**config.mk**
```make
export PLATFORM = sky130hd
export DESIGN_NAME = window_ratio_change_detector
export DESIGN_NICKNAME = d
export VERILOG_FILES = /design/src/design/wrcd_pkg.sv /design/src/design/wrcd_cell.sv /design/src/design/wrcd_eval.sv /design/src/design/window_ratio_change_detector.sv
export SDC_FILE = /design/constraint.sdc
export NUM_CORES = 2
export LEC_CHECK = 0
export ABC_AREA = 1
export BUFFER_PORTS_ARGS = -buffer_cell sky130_fd_sc_hd__buf_2
export CAP_MARGIN = 20
export CORE_ASPECT_RATIO = 0.75
export CORE_MARGIN = 2
export CORE_UTILIZATION = 64
export DETAILED_ROUTE_END_ITERATION = 7
export PLACE_DENSITY = 0.82
export SYNTH_ARGS = -nofsm -noshare
export SYNTH_HDL_FRONTEND = slang
export SYNTH_SLANG_ARGS = --single-unit
```
**constraint.sdc**
```tcl
create_clock -name clk -period 6 [get_ports clk]
set_input_delay 0.9 -clock clk [delete_from_list [all_inputs] [get_ports clk]]
set_output_delay 0.9 -clock clk [all_outputs]
set_load 0.05 [all_outputs]
```
**src/design/wrcd_pkg.sv**
```systemverilog
// Package for the window ratio change detector.
// Holds default sizes, register reset values, register indexes and shared types.
// No dependencies.
package wrcd_pkg;

  localparam int WINDOW_LEN_DEF  = 20;
  localparam int SAMPLE_BITS_DEF = 16;

  localparam int CFG_W  = 8;
  localparam int HOLD_W = 9;
  localparam int DATA_W = 32;
  localparam int ADDR_W = 3;

  localparam logic [CFG_W-1:0] TOLERANCE_RESET = 8'd2;
  localparam logic [CFG_W-1:0] HOLDOFF_RESET   = 8'd40;

  typedef enum logic {
    REG_TOLERANCE = 1'b0,
    REG_HOLDOFF   = 1'b1
  } wrcd_reg_t;

  typedef struct packed {
    logic [CFG_W-1:0] tolerance;
    logic [CFG_W-1:0] holdoff_items;
  } wrcd_cfg_t;

  typedef struct packed {
    logic load;
    logic full;
  } wrcd_ctl_t;

endpackage

```
**src/design/wrcd_cell.sv**
```systemverilog
// One cell of the sample window chain.
// Holds one sample and hands it to the next cell on every shift.
module wrcd_cell #(
  parameter int W = wrcd_pkg::SAMPLE_BITS_DEF
) (
  input  logic         clk,
  input  logic         rst,
  input  logic         shift,
  input  logic [W-1:0] d,
  output logic [W-1:0] q
);

  always_ff @(posedge clk) begin
    if (rst) begin
      q <= '0;
    end else if (shift) begin
      q <= d;
    end
  end

endmodule

```
**src/design/wrcd_eval.sv**
```systemverilog
// Ratio test, holdoff counter and pan direction for the change detector.
// Depends on wrcd_pkg for the configuration and control structs.
module wrcd_eval #(
  parameter int SUM_W = 20
) (
  input  logic                      clk,
  input  logic                      rst,
  input  wrcd_pkg::wrcd_ctl_t       ctl,
  input  wrcd_pkg::wrcd_cfg_t       cfg,
  input  logic [SUM_W-1:0]          older_sum,
  input  logic [SUM_W-1:0]          newer_sum,
  output logic                      toggled,
  output logic                      direction,
  output logic                      evaluated
);
  import wrcd_pkg::*;

  localparam int PROD_W = SUM_W + CFG_W;

  logic [HOLD_W-1:0] holdoff_count;
  logic [HOLD_W-1:0] holdoff_count_next;
  logic              direction_next;
  logic              toggled_next;
  logic              evaluated_next;
  logic              hold_active;
  logic [PROD_W-1:0] prod_old;
  logic [PROD_W-1:0] prod_new;
  logic              ratio_hit;

  assign prod_old = PROD_W'(cfg.tolerance) * PROD_W'(older_sum);
  assign prod_new = PROD_W'(newer_sum) * PROD_W'(cfg.tolerance);
  assign ratio_hit = (PROD_W'(newer_sum) >= prod_old) || (prod_new <= PROD_W'(older_sum));
  assign hold_active = (holdoff_count != '0) &&
                       (holdoff_count <= HOLD_W'(cfg.holdoff_items));

  always_comb begin
    holdoff_count_next = holdoff_count;
    direction_next     = direction;
    toggled_next       = 1'b0;
    evaluated_next     = 1'b0;
    if (ctl.full) begin
      if (hold_active) begin
        holdoff_count_next = holdoff_count + HOLD_W'(1);
      end else begin
        holdoff_count_next = '0;
        evaluated_next     = 1'b1;
        if (ratio_hit) begin
          direction_next     = ~direction;
          toggled_next       = 1'b1;
          holdoff_count_next = HOLD_W'(1);
        end
      end
    end
  end

  always_ff @(posedge clk) begin
    if (rst) begin
      holdoff_count <= '0;
      direction     <= 1'b0;
    end else if (ctl.load) begin
      holdoff_count <= holdoff_count_next;
      direction     <= direction_next;
    end
  end

  always_ff @(posedge clk) begin
    if (ctl.load) begin
      toggled   <= toggled_next;
      evaluated <= evaluated_next;
    end
  end

`ifndef SYNTHESIS
  a_dir_follows_toggle: assert property (@(posedge clk) disable iff (rst)
    ctl.load |=> ((direction != $past(direction)) == toggled))
    else $error("Direction changed without a toggle or missed one.");

  a_no_eval_before_full: assert property (@(posedge clk) disable iff (rst)
    ctl.load && !ctl.full |=> !evaluated && !toggled)
    else $error("Evaluation took place before the window was full.");

  a_toggle_needs_eval: assert property (@(posedge clk) disable iff (rst)
    ctl.load |=> (!toggled || evaluated))
    else $error("Toggle reported without an evaluation.");
`endif

endmodule

```
**src/design/window_ratio_change_detector.sv**
```systemverilog
// Window ratio change detector, top level.
// Accepted samples update the half-sums (s1); the ratio result is registered at the output.
// Throughput: one transaction per cycle unless out_ready stalls; the sample chain and running
// half-sums advance once per accepted sample and the ratio test fits in the output stage.
// Reset (synchronous): window, sums, counters and direction cleared, tolerance 2, holdoff 40.
// Depends on wrcd_pkg, wrcd_cell and wrcd_eval.
module window_ratio_change_detector #(
  parameter int WINDOW_LEN  = wrcd_pkg::WINDOW_LEN_DEF,
  parameter int SAMPLE_BITS = wrcd_pkg::SAMPLE_BITS_DEF
) (
  input  logic                          clk,
  input  logic                          rst,
  input  logic                          in_valid,
  output logic                          in_ready,
  input  logic [SAMPLE_BITS-1:0]        sample,
  output logic                          out_valid,
  input  logic                          out_ready,
  output logic                          toggled,
  output logic                          direction,
  output logic                          evaluated,
  input  logic                          psel,
  input  logic                          penable,
  input  logic                          pwrite,
  input  logic [wrcd_pkg::ADDR_W-1:0]   paddr,
  input  logic [wrcd_pkg::DATA_W-1:0]   pwdata,
  output logic [wrcd_pkg::DATA_W-1:0]   prdata,
  output logic                          pready
);
  import wrcd_pkg::*;

  localparam int HALF   = WINDOW_LEN / 2;
  localparam int SUM_W  = SAMPLE_BITS + $clog2(HALF + 1);
  localparam int FILL_W = $clog2(WINDOW_LEN + 1);

  wrcd_cfg_t cfg;
  wrcd_ctl_t ctl;

  logic [SAMPLE_BITS-1:0] chain [WINDOW_LEN];
  logic [SAMPLE_BITS-1:0] newer_in;
  logic [SUM_W-1:0]       older_sum;
  logic [SUM_W-1:0]       newer_sum;
  logic [FILL_W-1:0]      fill_count;
  logic [FILL_W-1:0]      fill_count_next;
  logic                   s1_valid;
  logic                   s1_full;
  logic                   in_take;
  logic                   out_load;
  logic                   cfg_write;

  assign pready    = 1'b1;
  assign cfg_write = psel && penable && pwrite && pready;

  always_ff @(posedge clk) begin
    if (rst) begin
      cfg.tolerance     <= TOLERANCE_RESET;
      cfg.holdoff_items <= HOLDOFF_RESET;
    end else if (cfg_write) begin
      unique case (wrcd_reg_t'(paddr[2]))
        REG_TOLERANCE: cfg.tolerance     <= pwdata[CFG_W-1:0];
        REG_HOLDOFF:   cfg.holdoff_items <= pwdata[CFG_W-1:0];
        default:       ;
      endcase
    end
  end

  always_comb begin
    unique case (wrcd_reg_t'(paddr[2]))
      REG_TOLERANCE: prdata = DATA_W'(cfg.tolerance);
      REG_HOLDOFF:   prdata = DATA_W'(cfg.holdoff_items);
      default:       prdata = '0;
    endcase
  end

  assign out_load = s1_valid && (!out_valid || out_ready);
  assign in_ready = !s1_valid || out_load;
  assign in_take  = in_valid && in_ready;

  // Cell k holds the sample of age k; cell 0 takes the newest one.
  for (genvar k = 0; k < WINDOW_LEN; k++) begin : g_cell
    if (k == 0) begin : g_head
      wrcd_cell #(.W(SAMPLE_BITS)) u_cell (
        .clk(clk), .rst(rst), .shift(in_take), .d(sample), .q(chain[k])
      );
    end else begin : g_body
      wrcd_cell #(.W(SAMPLE_BITS)) u_cell (
        .clk(clk), .rst(rst), .shift(in_take), .d(chain[k-1]), .q(chain[k])
      );
    end
  end

  if (WINDOW_LEN == 2 * HALF) begin : g_even
    assign newer_in = sample;
  end else begin : g_odd
    assign newer_in = chain[WINDOW_LEN-2*HALF-1];
  end

  assign fill_count_next = (fill_count == FILL_W'(WINDOW_LEN)) ?
                           fill_count : fill_count + FILL_W'(1);

  always_ff @(posedge clk) begin
    if (rst) begin
      older_sum  <= '0;
      newer_sum  <= '0;
      fill_count <= '0;
      s1_valid   <= 1'b0;
      out_valid  <= 1'b0;
    end else begin
      if (in_take) begin
        older_sum  <= older_sum + SUM_W'(chain[WINDOW_LEN-HALF-1])
                      - SUM_W'(chain[WINDOW_LEN-1]);
        newer_sum  <= newer_sum + SUM_W'(newer_in)
                      - SUM_W'(chain[WINDOW_LEN-HALF-1]);
        fill_count <= fill_count_next;
        s1_valid   <= 1'b1;
      end else if (out_load) begin
        s1_valid   <= 1'b0;
      end
      if (out_load) begin
        out_valid <= 1'b1;
      end else if (out_ready) begin
        out_valid <= 1'b0;
      end
    end
  end

  always_ff @(posedge clk) begin
    if (in_take) begin
      s1_full <= (fill_count_next == FILL_W'(WINDOW_LEN));
    end
  end

  assign ctl.load = out_load;
  assign ctl.full = s1_full;

  wrcd_eval #(.SUM_W(SUM_W)) u_eval (
    .clk(clk),
    .rst(rst),
    .ctl(ctl),
    .cfg(cfg),
    .older_sum(older_sum),
    .newer_sum(newer_sum),
    .toggled(toggled),
    .direction(direction),
    .evaluated(evaluated)
  );

`ifndef SYNTHESIS
  a_fill_bounded: assert property (@(posedge clk) disable iff (rst)
    fill_count <= FILL_W'(WINDOW_LEN))
    else $error("Fill count ran past the window length.");

  a_pending_result_loads: assert property (@(posedge clk) disable iff (rst)
    s1_valid && !out_valid |=> out_valid)
    else $error("A pending transaction did not reach the output register.");
`endif

endmodule
```
Yosys cells after proc, flatten, opt, wreduce, memory -nomap -nowiden
Index checks and enable logic that the tools add are counted.
{ "totals": {"regBits": 396, "in_bits": 58, "out_inout_bits": 38, "wordCells": 77} }
{ "classes": {"n_addsub": 6, "mul": 2, "n_lt_le_gt_ge": 3, "eq_ne": 2, "n_mux": 10, "bitwise": 4, "n_reduce_logical": 18} }
{ "op_table": {"columns": ["operator", "n"], "rows": [
  ["$pmux 32 s2", 1],
  ["$add 20x16->20", 2],
  ["$sub 20x16->20", 2],
  ["$ge 20x28->1", 1],
  ["$le 28x20->1", 1],
  ["$mul 20x8->28", 1],
  ["$mul 8x20->28", 1],
  ["$eq 5x5->1 const B", 2],
  ["$add 9x1->9 const B", 1],
  ["$le 9x8->1", 1],
  ["$mux 9", 1],
  ["$reduce_bool 9->1", 1],
  ["$mux 1", 7],
  ["$reduce_and 2->1", 3],
  ["$add 5x1->5 const B", 1],
  ["$logic_and 1x1->1", 5],
  ["$mux 5", 1],
  ["$not 1->1", 4],
  ["$reduce_and 4->1", 1],
  ["$reduce_bool 2->1", 2],
  ["$logic_or 1x1->1", 3],
  ["$logic_not 1->1", 2],
  ["$reduce_or 2->1", 1]
]} }

Depth between registers and ports, before layout
{ "depth": {"ltp_word": 6, "ltp_mapped": 33, "ltp_nobuf": 31} }

Modules after synthesis
From an unflattened synthesis, not the netlist that was laid out.
{ "hier_totals": {"hier_cells": 4964, "area_unflattened_um2": 32621.3} }
{ "modules_own_cells": {"columns": ["module", "n_inst", "cells_per_inst", "area_each_um2"], "rows": [
  ["wrcd_cell", 20, 101, 670.6],
  ["wrcd_eval", 1, 1982, 13063.8],
  ["window_ratio_change_detector", 1, 962, 6144.6]
]} }

Worst setup path after synthesis
Ideal clock, no wire load.
{ "synth_timing": {"kind": "register to register", "startpoint": "reg cfg[12] (netlist name)", "endpoint": "reg u_eval.toggled (data pin)", "setup_ns": 0.251, "arrival_ns": 5.033, "t_required_ns": 5.749, "slack_ns": 0.716, "stages_incl_launch_ff": 27, "synth_period_minus_slack_ns": 5.284, "path_cell_list": "dfxtp_1 clkbuf_1 clkbuf_1 nand2_1 fa_1 inv_1 fa_1 fa_1 inv_1 fa_1 inv_1 ha_1 nand2_2 nor2_2 nand2_1 nor2_1 nor2_1 o21ai_0 xor2_1 ha_1 nand4_1 nor3_1 a21oi_1 nand3_1 nand3_2 nand2_2 nor2_1"} }
{ "synth_via": {"elab_chain_len": 4} }
{ "synth_lines": {"columns": ["item", "line", "text"], "rows": [
  ["$mul 8x20->28 / $mul 20x8->28 (equally long branches)", "wrcd_eval.sv:30, wrcd_eval.sv:31", null],
  ["$ge 20x28->1 / $le 28x20->1 (equally long branches)", "wrcd_eval.sv:32", "assign ratio_hit = (PROD_W'(newer_sum) >= prod_old) || (prod_new <= PROD_W'(older_sum));"],
  ["$logic_or 1x1->1 *", "wrcd_eval.sv:32", null],
  ["$mux 1 *", "wrcd_eval.sv:47", "if (ratio_hit) begin"],
  ["end signal, assigned", "wrcd_eval.sv:68", "toggled <= toggled_next;"],
  ["end, declared", "wrcd_eval.sv:12", "output logic toggled,"]
]} }
Mark *: on every way between the ends. The rest lies on a longest branch, timed or not.
A chain may end at the register's enable or synchronous reset.

Final worst setup path
{ "layout_timing": {"startpoint": "reg older_sum[9]", "endpoint": "reg u_eval.toggled (data pin)"} }
{ "layout_via": {"elab_chain_len": 4} }
{ "layout_lines": {"columns": ["item", "line", "text"], "rows": [
  ["start, declared", "window_ratio_change_detector.sv:40", "logic [SUM_W-1:0] older_sum;"],
  ["start signal, assigned", "window_ratio_change_detector.sv:109", "older_sum <= older_sum + SUM_W'(chain[WINDOW_LEN-HALF-1])"],
  ["$mul 8x20->28", "wrcd_eval.sv:30", "assign prod_old = PROD_W'(cfg.tolerance) * PROD_W'(older_sum);"],
  ["$ge 20x28->1", "wrcd_eval.sv:32", null],
  ["$logic_or 1x1->1 *", "wrcd_eval.sv:32", null],
  ["$mux 1 *", "wrcd_eval.sv:47", null]
]} }
Marked as above.

==> impl_metrics.ini <==
[setup_path]
cp-startpoint = older_sum[9]
crit_fanout = 9
crit_type = flip-flop to flip-flop
regToRegEndpoint = u_eval.toggled
cpPeakStageDelay_ns = 0.63
r2r-start = older_sum[9]
cp-end-kind = flip-flop
critPathArrivalTime_ns = 6.03
r2r_cells = 24
crit_chain = nand2_1 > fa_1 > inv_1 > fa_1 > fa_1 > fa_1 > ha_1 > nand2_2 > inv_1 > a21oi_1 > nand2_1 > a31oi_1 > xor2_1 > ha_1 > nand2_1 > inv_1 > nand2_1 > a31oi_1 > a2111oi_1 > nand2_1 > nand2_2 > nand3_4 > nand2_2 > nor2_1
cp_common_cell = nand2_1
cp.required_ns = 6.30
cp_slowest_cell = dfxtp_1
crit_path_end = u_eval.toggled
r2r_setup_slack_ns = 0.27
setup.worst_path.start_class = flip-flop

[grt]
grt_pass1_vias = 23115
grt_start_max_net_pins = 275
antenna_found_initial = 0
grt_use_total_pct = 28.9
grt_pass1_wl_um = 113000
overflow = 0

[synthesis]
ys_ff_latch = 396
syn_area_um2 = 29200
synth_edf_count = 3
ys_warn_count = 0
synth-async-reset-ratio_pct = 0
ys.flop_type = dfxtp_1
synth_cells = 4080
yosys.cell_types.count = 46
synth-seq-area-share_pct = 27.3
synth_area_per_cell_um2 = 7.15

[power_and_ir_drop]
p_per_area_nw_per_um2 = 315
p_leak_nw = 17.3
ir_worst_vdd_uv = 219

[layout]
final_layout_size_suffix_gt1_share_pct = 5.93
seqCellArea_um2 = 7990
layout_commonest_cell = inv_1
multiInputGateArea_um2 = 17500
area_delta_synth_final_pct = 7.48
final_cell_mix = inv_1, nand2_1, nor2_1, o21ai_0, dfxtp_1
fin_nets = 4514
n_antenna_cell = 0
final_cells = 4632
fillers = 3642

[clock_network]
cts_num_sinks = 396
clkTransAtPathRegs_ns = 0.07
clock_path_buffers = 3
ctsHtreeMaxLevel = 2
clockRootBuffer = clkbuf_16
cts_tree = built
postCtsHoldBufs = 0
insertion_delay_ns = 0.53
cts_inserted_buffers = 36

[sta]
finalCritPeriodShare_pct = 95.6
rsz0062_at_grt = false
timing.fmax_mhz = 174
fin_skew_ns = 0.0130
drv_slew = 0
setup_viol = 0
tightest_slew_ns = 1.13
tns_ns = 0
hold_viol_final = 0
period_minus_slack_ns = 5.73
slew_headroom_pct = 25.0

[floorplan]
dieHeight_um = 189
core_um2 = 44800
pin_count = 96
die_area_um2 = 47300
rows = 67
start_util_pct = 65.0
die_w_um = 250

[drt]
drtPass1Iterations = 5
route.vias.total = 24656
remaining_drc_errors = 0
ant_nets = 0
wirelength_um = 69000
viasPerCell = 5.32
route.detailed.wl_per_inst_um = 14.9
drtIter0Drc = 2599

[place]
post-dp-hpwl_um = 48500
gp_congestion = 0.983
placedCellCount = 4560
port-buffer-count = 44

[min_path]
hold_path.class = flip-flop to flip-flop

[job]
drv_cap = 0

[run_status]
outcome = finished, final reports clean
-- per-stage QoR --
stage | setup slack (ns) | power [mW] | util (%) | hold slack [ns] | area (µm²)
3_3_place_gp | 0.284 | 7.20 | 66.5 | 0.455 | 29800
5_1_grt | 0.0238 | 10.6 | 69.9 | 0.496 | 31300
6_report | 0.267 | 9.86 | 69.9 | 0.474 | 31300
4_1_cts | 0.110 | 9.70 | 69.2 | 0.480 | 31000
2_1_floorplan | 0.716 | 6.23 | - | 0.450 | 29200
3_5_place_dp | 0.129 | 7.30 | 66.5 | 0.465 | 29800
-- cell families (layout without fill, tap and decap cells) --
| family | after synthesis | after routing | share of synthesized area, % |
|---|---|---|---|
| buf+inv | 1019 | 962 | 13.4 |
| simple gates | 1502 | 1502 | 20.5 |
| compound gates | 655 | 655 | 11.5 |
| fa+ha+maj | 436 | 436 | 25.1 |
| flops | 396 | 396 | 27.3 |
| other cells | 2 | 25 | 0.0258 |
| xor+xnor | 70 | 70 | 2.10 |
-- sequential cells by signal, indices dropped and copies added (netlist names) --
name	cells
cfg	16
older_sum	20
newer_sum	20
u_eval.toggled	1
u_eval.holdoff_count	9
u_eval.direction	1
u_eval.evaluated	1
g_cell.g_head.u_cell.q	16
fill_count	5
out_valid	1
s1_valid	1
s1_full	1
g_cell.g_body.u_cell.q	304
-- area by class of cell --
cell class / instances / area share [%]
sequential: 396 / 25.5
clock inverter: 15 / 0.535
timing repair buffer: 108 / 3.05
multi-input combinational: 2688 / 55.7
clock buffer: 49 / 3.32
tap: 586 / 2.34
inverter: 790 / 9.51
-- Yosys cell counts (5+ instances only) --
master    count  area share, %
nand2_1     699            9.0
nand4_1      32           0.69
nor2_2       12           0.26
o31ai_1       5           0.13
xor2_1       43            1.3
fa_1        248             17
buf_4        25           0.64
xnor2_1      27           0.81
a31oi_1      10           0.21
a21oi_1     197            3.4
nand2_2       8           0.17
o21ai_0     415            7.1
nor4_1        5           0.11
dfxtp_1     393             27
clkbuf_1    199            2.6
o21ai_1       8           0.14
nand3b_1      5           0.13
nor2_1      654            8.4
inv_1       788             10
nor3_1       12           0.21
ha_1        188            8.1
nand3_1      57           0.98
-- where the power goes --
group	total [mW]	switching (mW)	internal, mW
clock network	2.36	1.01	1.36
registers	3.23	0.344	2.88
logic	4.28	2.71	1.56
total	9.86	4.06	5.80
-- critical path, delay by kind of cell, from the launching register on --
family | cells | cell delay, ns
buffers and inverters | 3 | 0.18
XOR/XNOR | 1 | 0.25
AO/OA/AOI/OAI | 4 | 0.79
flip-flops | 1 | 0.63
AND/OR/NAND/NOR | 10 | 1.05
adder cells (fa/ha/maj) | 6 | 2.59
-- routing by layer --
metal  vias to the layer above  wire length [µm]  track usage (%)
li1                      12221                 -                -
met1                     11430             31200             41.9
met2                       896             29700             44.3
met3                       109              6480             5.75
met4                         0              1680             7.90
met5                         -                 0                0
-- worst min-delay path by stage --
stage,end,cells after the start,startpoint,slack [ns]
after floorplan,g_cell[0].g_head.u_cell.q[0],2,g_cell[0].g_head.u_cell.q[0],0.45
after global routing,g_cell[3].g_body.u_cell.q[3],2,g_cell[3].g_body.u_cell.q[3],0.50
after CTS,g_cell[3].g_body.u_cell.q[3],2,g_cell[3].g_body.u_cell.q[3],0.48
final,g_cell[18].g_body.u_cell.q[13],2,g_cell[18].g_body.u_cell.q[13],0.47
after detailed placement,g_cell[3].g_body.u_cell.q[3],2,g_cell[3].g_body.u_cell.q[3],0.47
after global placement,g_cell[15].g_body.u_cell.q[11],2,g_cell[15].g_body.u_cell.q[11],0.46
-- timing repair --
item | 4_1_cts | 5_1_grt
endpoints found under the setup margin | 0 | 3
buffers inserted | 0 | 2
gates resized for setup | 0 | 54
No activity file was read; power rests on OpenSTA's default activity.
